## src/strenc_pkg.sv

```systemverilog
package strenc_pkg;

    // How one input byte expands on the output.
    typedef enum logic [1:0] {
        K_PLAIN,    // one byte, passed as is (also the end-of-string zero)
        K_ESC,      // backslash and one character
        K_HEX       // backslash, 'x' and two hex digits
    } t_kind;

    // One classified request as it waits in the queue.
    typedef struct packed {
        t_kind      kind;
        logic [7:0] ch;
    } t_entry;

    // Queue status seen by the back end.
    typedef struct packed {
        logic empty;
        logic full;
    } t_q_stat;

    localparam logic [7:0] C_NUL      = 8'h00;
    localparam logic [7:0] C_TAB      = 8'h09;
    localparam logic [7:0] C_NL       = 8'h0A;
    localparam logic [7:0] C_CR       = 8'h0D;
    localparam logic [7:0] C_PRINT_LO = 8'h20;
    localparam logic [7:0] C_DQUOTE   = 8'h22;
    localparam logic [7:0] C_SQUOTE   = 8'h27;
    localparam logic [7:0] C_BSLASH   = 8'h5C;
    localparam logic [7:0] C_DEL      = 8'h7F;
    localparam logic [7:0] C_LET_N    = 8'h6E;
    localparam logic [7:0] C_LET_R    = 8'h72;
    localparam logic [7:0] C_LET_T    = 8'h74;
    localparam logic [7:0] C_LET_X    = 8'h78;
    localparam logic [7:0] C_DIGIT_0  = 8'h30;
    localparam logic [7:0] C_ALPHA_A  = 8'h57;  // 'a' minus ten

    // Lower-case hex digit for one nibble.
    function automatic logic [7:0] hex_digit(input logic [3:0] nib);
        logic [7:0] ext;
        ext = {4'b0000, nib};
        if (nib < 4'd10) begin
            return C_DIGIT_0 + ext;
        end
        return C_ALPHA_A + ext;
    endfunction

    // Index of the final output byte for each kind.
    function automatic logic [1:0] last_idx(input t_kind kind);
        logic [1:0] idx;
        case (kind)
            K_PLAIN: idx = 2'd0;
            K_ESC:   idx = 2'd1;
            K_HEX:   idx = 2'd3;
            default: idx = 2'd0;
        endcase
        return idx;
    endfunction

endpackage

```

## src/strenc_front.sv

```systemverilog
module strenc_front (
    input  logic                  i_in_valid,
    input  logic [7:0]            i_in_byte,
    input  strenc_pkg::t_q_stat   i_q_stat,
    output logic                  o_in_ready,
    output logic                  o_push,
    output strenc_pkg::t_entry    o_entry
);
    import strenc_pkg::*;

    assign o_in_ready = !i_q_stat.full;
    assign o_push     = i_in_valid && !i_q_stat.full;

    always_comb begin
        o_entry.kind = K_PLAIN;
        o_entry.ch   = i_in_byte;
        if (i_in_byte == C_NUL) begin
            o_entry.kind = K_PLAIN;
        end else if (i_in_byte == C_NL) begin
            o_entry.kind = K_ESC;
            o_entry.ch   = C_LET_N;
        end else if (i_in_byte == C_TAB) begin
            o_entry.kind = K_ESC;
            o_entry.ch   = C_LET_T;
        end else if (i_in_byte == C_CR) begin
            o_entry.kind = K_ESC;
            o_entry.ch   = C_LET_R;
        end else if (i_in_byte < C_PRINT_LO || i_in_byte >= C_DEL) begin
            o_entry.kind = K_HEX;
        end else if (i_in_byte == C_BSLASH || i_in_byte == C_DQUOTE
                     || i_in_byte == C_SQUOTE) begin
            o_entry.kind = K_ESC;
        end
    end

endmodule

```

## src/strenc_queue.sv

```systemverilog
module strenc_queue #(
    parameter int DEPTH = 4
) (
    input  logic                i_clk,
    input  logic                i_rst_n,
    input  logic                i_push,
    input  strenc_pkg::t_entry  i_entry,
    input  logic                i_pop,
    output strenc_pkg::t_entry  o_head,
    output strenc_pkg::t_q_stat o_stat
);
    import strenc_pkg::*;

    localparam int PW = (DEPTH > 1) ? $clog2(DEPTH) : 1;
    localparam int CW = $clog2(DEPTH + 1);
    localparam logic [PW-1:0] LAST_PTR = PW'(DEPTH - 1);
    localparam logic [CW-1:0] FULL_CNT = CW'(DEPTH);

    t_entry        r_mem [DEPTH];
    logic [PW-1:0] r_wr_ptr, n_wr_ptr;
    logic [PW-1:0] r_rd_ptr, n_rd_ptr;
    logic [CW-1:0] r_count, n_count;

    assign o_head       = r_mem[r_rd_ptr];
    assign o_stat.empty = (r_count == '0);
    assign o_stat.full  = (r_count == FULL_CNT);

    always_comb begin
        n_wr_ptr = r_wr_ptr;
        n_rd_ptr = r_rd_ptr;
        n_count  = r_count;
        if (i_push) begin
            n_wr_ptr = (r_wr_ptr == LAST_PTR) ? '0 : r_wr_ptr + 1'b1;
        end
        if (i_pop) begin
            n_rd_ptr = (r_rd_ptr == LAST_PTR) ? '0 : r_rd_ptr + 1'b1;
        end
        if (i_push && !i_pop) begin
            n_count = r_count + 1'b1;
        end else if (i_pop && !i_push) begin
            n_count = r_count - 1'b1;
        end
    end

    always_ff @(posedge i_clk) begin
        if (!i_rst_n) begin
            r_wr_ptr <= '0;
            r_rd_ptr <= '0;
            r_count  <= '0;
        end else begin
            r_wr_ptr <= n_wr_ptr;
            r_rd_ptr <= n_rd_ptr;
            r_count  <= n_count;
        end
    end

    always_ff @(posedge i_clk) begin
        if (i_push) begin
            r_mem[r_wr_ptr] <= i_entry;
        end
    end

endmodule

```

## src/strenc_back.sv

```systemverilog
module strenc_back (
    input  logic                i_clk,
    input  logic                i_rst_n,
    input  strenc_pkg::t_entry  i_head,
    input  strenc_pkg::t_q_stat i_q_stat,
    input  logic                i_out_ready,
    output logic                o_pop,
    output logic                o_out_valid,
    output logic [7:0]          o_out_byte,
    output logic                o_last_of_run
);
    import strenc_pkg::*;

    logic [1:0] r_idx, n_idx;
    logic       r_valid, n_valid;
    logic [7:0] r_byte, n_byte;
    logic       r_last, n_last;
    logic       load;
    logic       at_last;
    logic [7:0] sel_byte;

    assign o_out_valid   = r_valid;
    assign o_out_byte    = r_byte;
    assign o_last_of_run = r_last;

    // The output register takes a byte of the head request when it is empty or being drained.
    assign load    = !i_q_stat.empty && (!r_valid || i_out_ready);
    assign at_last = (r_idx == last_idx(i_head.kind));
    assign o_pop   = load && at_last;

    always_comb begin
        sel_byte = i_head.ch;
        case (i_head.kind)
            K_PLAIN: sel_byte = i_head.ch;
            K_ESC:   sel_byte = (r_idx == 2'd0) ? C_BSLASH : i_head.ch;
            K_HEX: begin
                case (r_idx)
                    2'd0:    sel_byte = C_BSLASH;
                    2'd1:    sel_byte = C_LET_X;
                    2'd2:    sel_byte = hex_digit(i_head.ch[7:4]);
                    default: sel_byte = hex_digit(i_head.ch[3:0]);
                endcase
            end
            default: sel_byte = i_head.ch;
        endcase
    end

    always_comb begin
        n_idx   = r_idx;
        n_valid = r_valid;
        n_byte  = r_byte;
        n_last  = r_last;
        if (load) begin
            n_valid = 1'b1;
            n_byte  = sel_byte;
            n_last  = at_last;
            n_idx   = at_last ? 2'd0 : r_idx + 2'd1;
        end else if (i_out_ready) begin
            n_valid = 1'b0;
        end
    end

    always_ff @(posedge i_clk) begin
        if (!i_rst_n) begin
            r_idx   <= 2'd0;
            r_valid <= 1'b0;
        end else begin
            r_idx   <= n_idx;
            r_valid <= n_valid;
        end
    end

    always_ff @(posedge i_clk) begin
        r_byte <= n_byte;
        r_last <= n_last;
    end

endmodule

```

## src/string_escape_encoder.sv

```systemverilog
// Channel  Direction  Valid         Ready         Payload
// input    in         i_in_valid    o_in_ready    i_in_byte
// output   out        o_out_valid   i_out_ready   o_out_byte, o_last_of_run
//
// One output byte leaves per cycle while the output is ready and a request
// waits in the queue. A request gives one output byte for a plain byte or the
// end-of-string zero, two for a short escape and four for a hex escape.
// The input is taken in the same cycle it is offered while the queue of
// QUEUE_DEPTH classified requests has room, and data reaches the output
// through the queue and then the single output register of the back end.
// Reset is synchronous and active low and empties the queue and the output
// register. A stall on the output holds the output register and fills the
// queue; the input only stalls once the queue is full.
module string_escape_encoder #(
    parameter int QUEUE_DEPTH = 4
) (
    input  logic       i_clk,
    input  logic       i_rst_n,
    input  logic       i_in_valid,
    output logic       o_in_ready,
    input  logic [7:0] i_in_byte,
    output logic       o_out_valid,
    input  logic       i_out_ready,
    output logic [7:0] o_out_byte,
    output logic       o_last_of_run
);
    import strenc_pkg::*;

    t_entry  front_entry;
    t_entry  q_head;
    t_q_stat q_stat;
    logic    push;
    logic    pop;

    // The front end classifies each byte into its escape kind and the
    // character that follows the backslash, so the back end only counts
    // through the output bytes of one request.
    strenc_front u_front (
        .i_in_valid (i_in_valid),
        .i_in_byte  (i_in_byte),
        .i_q_stat   (q_stat),
        .o_in_ready (o_in_ready),
        .o_push     (push),
        .o_entry    (front_entry)
    );

    // The queue decouples the two sides, so that a four-byte hex escape on
    // the back end does not stop the front end right away.
    strenc_queue #(
        .DEPTH (QUEUE_DEPTH)
    ) u_queue (
        .i_clk   (i_clk),
        .i_rst_n (i_rst_n),
        .i_push  (push),
        .i_entry (front_entry),
        .i_pop   (pop),
        .o_head  (q_head),
        .o_stat  (q_stat)
    );

    // The back end walks the bytes of the head request into its output
    // register and releases the request with its final byte.
    strenc_back u_back (
        .i_clk         (i_clk),
        .i_rst_n       (i_rst_n),
        .i_head        (q_head),
        .i_q_stat      (q_stat),
        .i_out_ready   (i_out_ready),
        .o_pop         (pop),
        .o_out_valid   (o_out_valid),
        .o_out_byte    (o_out_byte),
        .o_last_of_run (o_last_of_run)
    );

`ifndef SYNTH
    // A zero byte only ever comes out as the end of a string, alone.
    a_zero_is_last: assert property (@(posedge i_clk) disable iff (!i_rst_n)
        (o_out_valid && o_out_byte == C_NUL) |-> o_last_of_run)
        else $error("zero output byte without last_of_run");

    // The rest of an escape follows right after a taken non-final byte.
    a_run_continues: assert property (@(posedge i_clk) disable iff (!i_rst_n)
        (o_out_valid && i_out_ready && !o_last_of_run) |=> o_out_valid)
        else $error("escape sequence interrupted");

    // The queue cannot be full and empty at once.
    a_queue_sane: assert property (@(posedge i_clk) disable iff (!i_rst_n)
        !(q_stat.full && q_stat.empty))
        else $error("queue full and empty together");
`endif

endmodule

```

## config.mk

```make
export PLATFORM = sky130hd
export DESIGN_NAME = string_escape_encoder
export DESIGN_NICKNAME = d
export VERILOG_FILES = /design/src/strenc_pkg.sv /design/src/strenc_front.sv /design/src/strenc_queue.sv /design/src/strenc_back.sv /design/src/string_escape_encoder.sv
export SDC_FILE = /design/constraint.sdc
export NUM_CORES = 1
export LEC_CHECK = 0
export BUFFER_PORTS_ARGS = -buffer_cell sky130_fd_sc_hd__buf_4
export CAP_MARGIN = 5
export CELL_PAD_IN_SITES_DETAIL_PLACEMENT = 0
export CELL_PAD_IN_SITES_GLOBAL_PLACEMENT = 1
export CORE_ASPECT_RATIO = 1.2
export CORE_MARGIN = 2
export CORE_UTILIZATION = 51
export CTS_BUF_LIST = sky130_fd_sc_hd__clkbuf_2
export DETAILED_ROUTE_END_ITERATION = 6
export PLACE_DENSITY = 0.83
export SLEW_MARGIN = 20
export SYNTH_ARGS = -nofsm -noshare
export SYNTH_HDL_FRONTEND = slang
export SYNTH_SLANG_ARGS = --single-unit
```

## constraint.sdc

```tcl
create_clock -name i_clk -period 4.45 [get_ports i_clk]
set_input_delay 0.445 -clock i_clk [delete_from_list [all_inputs] [get_ports i_clk]]
set_output_delay 0.445 -clock i_clk [all_outputs]
set_load 0.05 [all_outputs]
```

==> reports/results.ini, run 1 <==
[status]
status = finished, final reports clean

[route]
wl_per_cell_um = 14.4
vias_per_cell = 5.45
drc = 0
num_vias = 1887
routed_wl_mm = 5.00
drt_iter0_markers = 113
ant_nets = 0
drtPass1Iterations = 4

[timing]
skew_ps = 31.7
fin_crit_ps = 3480
post-route-period-util_pct = 78.2
drv_slew = 0
max_freq_mhz = 287
final-hold-violation-count = 0
setup_viol = 0
grt_setup_unrepaired = false
slew_headroom_pct = 63.8
fin_tns_setup_ps = 0
holdWs_ps = 197
worst_pin_slew_ps = 542

[logic_synthesis]
synth_simple_gate_area_share_pct = 11.4
synth_xor_area_share_pct = 2.04
ys.flop_type = edfxtp_1
synth_mux_area_share_pct = 9.92
synth_compound_area_share_pct = 9.59
syn_nets = 263
synthCells = 236
ys_types = 45
synth_edf_count = 49
avgSynthCellArea_um2 = 12.7
ys_ff_latch = 61
synth_area_um2 = 3000
yosys-top-cells-area = edfxtp_1 49%, dfxtp_1 8.0%, ha_1 5.8%
yosys_warnings = 0
async_reset_ff_share_pct = 0
ys_seq_area_share_pct = 57.0
synth_top_area_cell = edfxtp_1
synth_top_family_by_area = simple AND/OR/NAND/NOR gates
synth_fa_ha_area_share_pct = 6.50
yosysTopAreaCellShare_pct = 49.0

[critical_path]
critPathKind = reg2reg
cp-start-kind = flop
crit_required_ps = 4860
worst_path_largest_cell_delay_ps = 690
reg2regPathDepth = 11
rrSetupSlack_ps = 970
endpoint = u_queue.r_count[2]$_SDFFE_PN0P_
critPathArrivalTime_ps = 3890
critPathSlowestCell = dfxtp_1
crit_chain = mux4_1 > ha_1 > xnor2_1 > nor3_1 > inv_1 > ha_1 > inv_1 > fa_1 > xor2_1 > or3_1 > a21boi_0
critPathMaxFanout = 10
endpoint_kind = flop
r2r-end = u_queue.r_count[2]$_SDFFE_PN0P_

[flow_run]
cap_violations = 0

[placed_design]
port_buffers = 22
dpl.hpwl_mm = 3.66
gp_congestion = 0.800

[die]
coreArea_um2 = 5670
die-area_um2 = 6520
start_util_pct = 53.0
die_w_um = 74.0
ios = 23
rows = 30
fp.dieH_um = 88.0

[cts]
cts_buffers = 9
clk_pin_slew_ps = 180
cts_tree = yes
post_cts_buffers = 0
clock_latency_ps = 470
hold_buffers = 0
htreeDepth = 3
clockBufferDepth = 2
cts.sinks = 61
cts_root_buf = clkbuf_2
post_cts_resized = 0

[final_layout]
area_delta_synth_final_pct = 12.0
final_common_cell = edfxtp_1
fillers = 460
final_cell_mix = 49 x edfxtp_1, 22 x buf_4, 18 x inv_1
drive_gt1_share_pct = 16.2
antennaDiodeCount = 0
nNetsFinal = 288

[hold_path]
hold_path.class = in2reg

[global_routing]
first_global_vias = 1871
track_usage_pct = 17.8
grt_max_degree = 12
grt_pass1_wl_mm = 8.49
overflow = 0
antenna_found_initial = 0

[power]
vdd_ir_drop_max_mv = 0.271
p_per_area_nw_per_um2 = 592
p_leak_uw = 0.00128

## worst max-delay path: cells and delay by family (launching register included)
kind | cells | cell delay (ps)
AOI/OAI and AO/OA | 1 | 160
xor gates and xnor gates | 2 | 390
adders and majority gates | 3 | 990
buffers and inverters | 2 | 140
DFF | 1 | 690
muxes | 1 | 650
and+or+nand+nor | 2 | 420
## how the worst min path moves through the flow
stage / end / cells past startpoint / startpoint
after floorplan: u_queue.r_count[2]$_SDFFE_PN0P_ / 2 / u_queue.r_count[2]$_SDFFE_PN0P_
after global routing: u_queue.r_mem[1][7]$_DFFE_PP_ / 1 / i_in_byte[7]
after CTS: u_queue.r_mem[0][7]$_DFFE_PP_ / 1 / i_in_byte[7]
after detailed placement: u_back.o_out_valid$_SDFFE_PN0P_ / 2 / u_back.o_out_valid$_SDFFE_PN0P_
after global placement: u_back.o_out_valid$_SDFFE_PN0P_ / 2 / u_back.o_out_valid$_SDFFE_PN0P_
final: u_queue.r_mem[1][7]$_DFFE_PP_ / 1 / i_in_byte[7]
## sequential cells by signal, summed over array words and instances (netlist names), named ones only
| name | cells |
|---|---|
| u_queue.r_mem | 40 |
| u_back.o_out_byte | 8 |
| u_queue.r_count | 3 |
| u_back.r_idx | 2 |
| u_queue.r_rd_ptr | 2 |
| u_queue.r_wr_ptr | 2 |
| u_back.o_last_of_run | 1 |
| u_back.o_out_valid | 1 |
## metrics by stage
step	instance area, µm²	setup WS, ps	util (%)	power, µW	instances
after global placement	3230	1010	57.0	1610	330
after detailed placement	3230	949	57.0	1630	330
after floorplan	3000	1290	-	1440	236
after CTS	3360	923	59.3	2010	346
final	3360	968	59.3	1990	346
after global routing	3360	711	59.3	2110	346
## cells by family after synthesis
logic type / after synthesis
compound gates: 44
xor+xnor: 7
fa+ha+maj: 15
buf+inv: 26
flops: 61
mux: 15
simple gates: 68
## report_power, final
part           switching [µW]  internal (µW)  leakage, µW
clock                     199            183    0.0000793
combinational             508            293     0.000646
sequential               55.0            754     0.000554
total                     761           1230      0.00128
## synth_stat cells (2+ instances only)
cell type and instances:
or3_1 3, nand3_1 2, mux4_1 6, o22ai_1 3, a21o_1 3, clkbuf_1 6
and3_1 4, a31oi_1 2, ha_1 14, o21ai_0 9, mux4_2 4, a21boi_0 4
nand2b_1 3, nand2_1 17, a21oi_1 8, xnor2_1 4, mux2i_1 5, nor3_1 7
xor2_1 3, and2_1 4, nor2b_1 9, o21ai_1 2, edfxtp_1 49, dfxtp_1 12
nor2_1 14, a211oi_1 3, inv_1 18
## routing by layer
layer	vias up	GRT usage, %	wire length [µm]
li1	931	-	-
met1	889	20.5	2120
met2	59	30.5	2580
met3	8	3.68	197
met4	0	10.1	95
met5	-	0	0
## layout make-up
type | instances | area [µm²] | area share, %
well taps | 80 | 100 | 2.98
clock buffers | 9 | 45.0 | 1.34
flip-flops and latches | 61 | 1710 | 50.9
clock inverters | 7 | 90.1 | 2.68
multi-input cells | 149 | 1180 | 35.2
inverters | 18 | 67.6 | 2.01
repair buffers | 22 | 165 | 4.91
No activity file was read; power rests on OpenSTA's default activity.
==> run 2, diff against run 1 <==
--- a/config.mk
+++ b/config.mk
@@ -11,10 +11,10 @@
 export CELL_PAD_IN_SITES_GLOBAL_PLACEMENT = 1
 export CORE_ASPECT_RATIO = 1.2
 export CORE_MARGIN = 2
-export CORE_UTILIZATION = 51
+export CORE_UTILIZATION = 46
 export CTS_BUF_LIST = sky130_fd_sc_hd__clkbuf_2
 export DETAILED_ROUTE_END_ITERATION = 6
-export PLACE_DENSITY = 0.83
+export PLACE_DENSITY = 0.79
 export SLEW_MARGIN = 20
 export SYNTH_ARGS = -nofsm -noshare
 export SYNTH_HDL_FRONTEND = slang
==> constraint.sdc (replaced) <==
create_clock -name i_clk -period 2.9 [get_ports i_clk]
set_input_delay 0.29 -clock i_clk [delete_from_list [all_inputs] [get_ports i_clk]]
set_output_delay 0.29 -clock i_clk [all_outputs]
set_load 0.05 [all_outputs]
==> reports/results.ini, run 2 (synthesized netlist as in run 1, its figures left out) <==
[status]
status = finished, final reports clean

[power]
power_frac_seq_pct = 39.3
swShare_pct = 38.1
pwr-share-clk_pct = 18.9
power.net_switching_uw = 1190
intPower_uw = 1940
p_comb_share_pct = 41.7
p_per_area_nw_per_um2 = 911
vdd_ir_drop_max_mv = 0.416
p_leak_uw = 0.00131

[global_routing]
track_usage_pct = 15.7
grt_pass1_wl_mm = 8.40
antenna_found_initial = 1
grt_max_degree = 12
first_global_vias = 1815
overflow = 0

[die]
die_w_um = 77.7
die-area_um2 = 7190
fp.dieH_um = 92.5
rows = 32
start_util_pct = 47.2
ios = 23
coreArea_um2 = 6370

[timing]
skew_ps = 24.2
worst_pin_slew_ps = 547
setup_viol = 0
grt_setup_unrepaired = false
fin_tns_setup_ps = 0
fin_crit_ps = 2780
post-route-period-util_pct = 95.7
fin_ws_ps = 124
max_freq_mhz = 360
slew_headroom_pct = 63.2
final-hold-violation-count = 0
drv_slew = 0

[route]
drc = 0
num_vias = 1893
wl_per_cell_um = 14.4
drt_iter0_markers = 90
routed_wl_mm = 5.17
vias_per_cell = 5.27
drtPass1Iterations = 4
ant_nets = 0

[cts]
cts_root_buf = clkbuf_2
cts_tree = yes
clk_pin_slew_ps = 180
clockBufferDepth = 2
htreeDepth = 3
clock_latency_ps = 490
cts_buffers = 9
cts.sinks = 61

[final_layout]
fillers = 533
final_cell_mix = 49 x edfxtp_1, 28 x buf_4, 17 x inv_1, 17 x nand2_1, 14 x nor2_1
final_common_cell = edfxtp_1
largest_register_ffs = 40
drive_gt1_share_pct = 21.2
area_delta_synth_final_pct = 14.7
nNetsFinal = 295
regMostFlops = u_queue.r_mem

[hold_path]
hold_path_depth = 4
holdPathEnd = u_back.o_out_valid$_SDFFE_PN0P_
min_from = i_out_ready
hold_path.class = in2reg

[critical_path]
critPathKind = reg2reg
crit_required_ps = 3340
rrSetupSlack_ps = 120
r2r-end = u_queue.r_count[2]$_SDFFE_PN0P_
critPathArrivalTime_ps = 3220
endpoint_kind = flop
reg2regPathDepth = 11
critPathMaxFanout = 3
cp-start-kind = flop

[placed_design]
port_buffers = 22
dp_slack_ps = 40.9
dpl.hpwl_mm = 3.76
gp_congestion = 0.788

[flow_run]
cap_violations = 0

run 2: metrics by stage:
stage	util [%]	hold WS (ps)	area, µm²	total power [µW]	std cells
3_3_place_gp	51.6	465	3280	2540	340
2_1_floorplan	-	412	3020	2250	236
5_1_grt	54.1	26.0	3440	3340	359
3_5_place_dp	51.6	483	3280	2560	340
6_report	54.1	42.5	3440	3130	359
4_1_cts	53.9	10.4	3430	3150	357
run 2: repair_timing:
item | CTS | global route
gates resized for setup | 1 | 1
endpoints found under the setup margin | 1 | 1
pin swaps | 0 | 1
endpoints found under the hold margin | 3 | 0
buffers inserted | 0 | 1
hold buffers | 1 | 0
run 2: critical path, cell delays in order (launching register included):
cell      delay [ps]
dfxtp_4          400
mux4_2           510
ha_1             340
xnor2_2          180
nor3_2            90
inv_1             60
ha_2             180
inv_2             40
fa_2             320
xor2_1           150
or3_1            310
a21boi_1         130
run 2: how the worst max path moves through the flow:
stage | endpoint | slack [ps] | from
5_1_grt | u_queue.r_count[2]$_SDFFE_PN0P_ | 4 | flop
4_1_cts | u_queue.r_count[2]$_SDFFE_PN0P_ | 60 | flop
3_5_place_dp | u_queue.r_count[2]$_SDFFE_PN0P_ | 40 | flop
3_3_place_gp | u_queue.r_count[2]$_SDFFE_PN0P_ | 130 | flop
6_report | u_queue.r_count[2]$_SDFFE_PN0P_ | 120 | flop
2_1_floorplan | u_queue.r_count[2]$_SDFFE_PN0P_ | 20 | flop
run 2: area by class of cell:
class | instances | area, µm² | area share, %
antenna | 1 | 2.50 | 0.0727
multi-input combinational | 149 | 1190 | 34.7
clock buffer | 10 | 50.0 | 1.45
clock inverter | 6 | 86.3 | 2.51
sequential | 61 | 1720 | 49.8
timing repair buffer | 29 | 220 | 6.40
tap | 85 | 106 | 3.09
inverter | 18 | 67.6 | 1.96
run 2: layer usage:
layer | wire length [µm] | GRT usage (%)
met5 | 0 | 0
met3 | 181 | 5.26
met2 | 2780 | 27.9
met4 | 120 | 8.18
met1 | 2090 | 16.4
run 2: power by group through the flow:
stage | registers [µW] | logic [µW] | clock network (µW)
after floorplan | 1490 | 758 | 0
after global placement | 1250 | 1290 | 0
after detailed placement | 1260 | 1300 | 0
after CTS | 1240 | 1310 | 608
after global routing | 1250 | 1440 | 645
final | 1230 | 1310 | 594
==> run 3, diff against run 2 <==
--- a/config.mk
+++ b/config.mk
@@ -14,6 +14,7 @@
 export CORE_UTILIZATION = 46
 export CTS_BUF_LIST = sky130_fd_sc_hd__clkbuf_2
 export DETAILED_ROUTE_END_ITERATION = 6
+export HOLD_SLACK_MARGIN = 0.08
 export PLACE_DENSITY = 0.79
 export SLEW_MARGIN = 20
 export SYNTH_ARGS = -nofsm -noshare
==> reports/results.ini, run 3 (synthesized netlist as in run 1, its figures left out) <==
[status]
status = finished, final reports clean

[timing]
worst_pin_slew_ps = 542
fin_tns_setup_ps = 0
holdWs_ps = 152
skew_ps = 24.2
fin_crit_ps = 2780
post-route-period-util_pct = 95.7
grt_setup_unrepaired = false
slew_headroom_pct = 63.5
final-hold-violation-count = 0
drv_slew = 0
setup_viol = 0
max_freq_mhz = 360

[global_routing]
grt_pass1_wl_mm = 8.46
overflow = 0
first_global_vias = 1826
antenna_found_initial = 1
grt_max_degree = 12
track_usage_pct = 15.8

[cts]
cts_tree = yes
clk_pin_slew_ps = 180
cts.sinks = 61
clockBufferDepth = 2
cts_buffers = 9
htreeDepth = 3
cts_root_buf = clkbuf_2
clock_latency_ps = 490

[critical_path]
worst_path_largest_cell_delay_ps = 510
crit_buf_inv = 2
crit_chain = mux4_2 > ha_1 > xnor2_2 > nor3_2 > inv_1 > ha_2 > inv_2 > fa_2 > xor2_1 > or3_1 > a21boi_1
worstSetupPathDepth = 11
critPathKind = reg2reg
critPathMaxFanout = 3
endpoint_kind = flop
crit_required_ps = 3340
critPathSlowestCell = mux4_2
reg2regPathDepth = 11
critPathArrivalTime_ps = 3220
cp_top_family = adder cells
cp-start-kind = flop

[die]
coreArea_um2 = 6370
die_w_um = 77.7
ios = 23
start_util_pct = 47.2
fp.dieH_um = 92.5
die-area_um2 = 7190
rows = 32

[route]
drtPass1Iterations = 4
routed_wl_mm = 5.21
ant_nets = 0
wl_per_cell_um = 14.4
drt_iter0_markers = 75
num_vias = 1908
vias_per_cell = 5.27
drc = 0

[power]
p_leak_uw = 0.00133
total_power_uw = 3140
vdd_ir_drop_max_mv = 0.416
p_per_area_nw_per_um2 = 905

[final_layout]
fin_util_pct = 54.5
regMostFlops = u_queue.r_mem
drive_gt1_share_pct = 21.0
area_delta_synth_final_pct = 15.7
final_common_cell = edfxtp_1
fin_cells = 362
fillers = 530
largest_register_ffs = 40
final_cell_mix = 49 x edfxtp_1, 28 x buf_4, 17 x inv_1, 17 x nand2_1, 14 x nor2_1
nNetsFinal = 298

[hold_path]
hold_path.class = in2reg
hold_path_depth = 2

[placed_design]
gp_congestion = 0.788
placed_cells = 340
dpl.hpwl_mm = 3.76
port_buffers = 22

[flow_run]
cap_violations = 0

## run 3: report_power, final
part / total, µW / switching (µW) / internal [µW] / leakage (µW)
Clock: 594 / 305 / 289 / 0.0000823
Sequential: 1230 / 74.1 / 1160 / 0.000554
Combinational: 1320 / 816 / 502 / 0.000691
## run 3: layout make-up
class / instances / area [µm²] / area share, %
repair buffers: 32 / 250 / 7.21
flip-flops and latches: 61 / 1720 / 49.4
inverters: 18 / 67.6 / 1.95
diodes: 1 / 2.50 / 0.0721
clock inverters: 6 / 86.3 / 2.49
multi-input cells: 149 / 1190 / 34.4
well taps: 85 / 106 / 3.06
clock buffers: 10 / 50.0 / 1.44
## run 3: metal layers
layer  vias to the layer above  GRT usage (%)  wire (µm)
li1                        946              -          -
met1                       922           16.6       2100
met2                        31           27.9       2810
met3                         9           5.26        181
met4                         0           8.18        120
met5                         -              0          0
## run 3: what timing repair did
action	CTS	global route
hold buffers	4	0
setup endpoints to repair	1	1
setup buffers	0	1
pin swaps	0	1
endpoints found under the hold margin	15	0
gates resized for setup	1	1
## run 3: worst reg2reg max path, cell delays in order (launching register included)
cell,delay [ps]
dfxtp_4,400
mux4_2,510
ha_1,340
xnor2_2,180
nor3_2,90
inv_1,60
ha_2,180
inv_2,40
fa_2,320
xor2_1,150
or3_1,310
a21boi_1,130
## run 3: per-stage QoR
step | cell area [µm²] | setup WS, ps
floorplan | 3020 | 22.2
global placement | 3280 | 134
detailed placement | 3280 | 40.9
CTS | 3460 | 61.3
global route | 3470 | 3.72
finish | 3470 | 124
## run 3: final timing paths
check	end	start	slack [ps]
max	u_queue.r_count[2]$_SDFFE_PN0P_	flop	120
min	u_queue.r_mem[2][4]$_DFFE_PP_	i_in_byte[4]	150
max reg2reg	u_queue.r_count[2]$_SDFFE_PN0P_	flop	120
min reg2reg	u_queue.r_count[2]$_SDFFE_PN0P_	u_queue.r_count[2]$_SDFFE_PN0P_	540
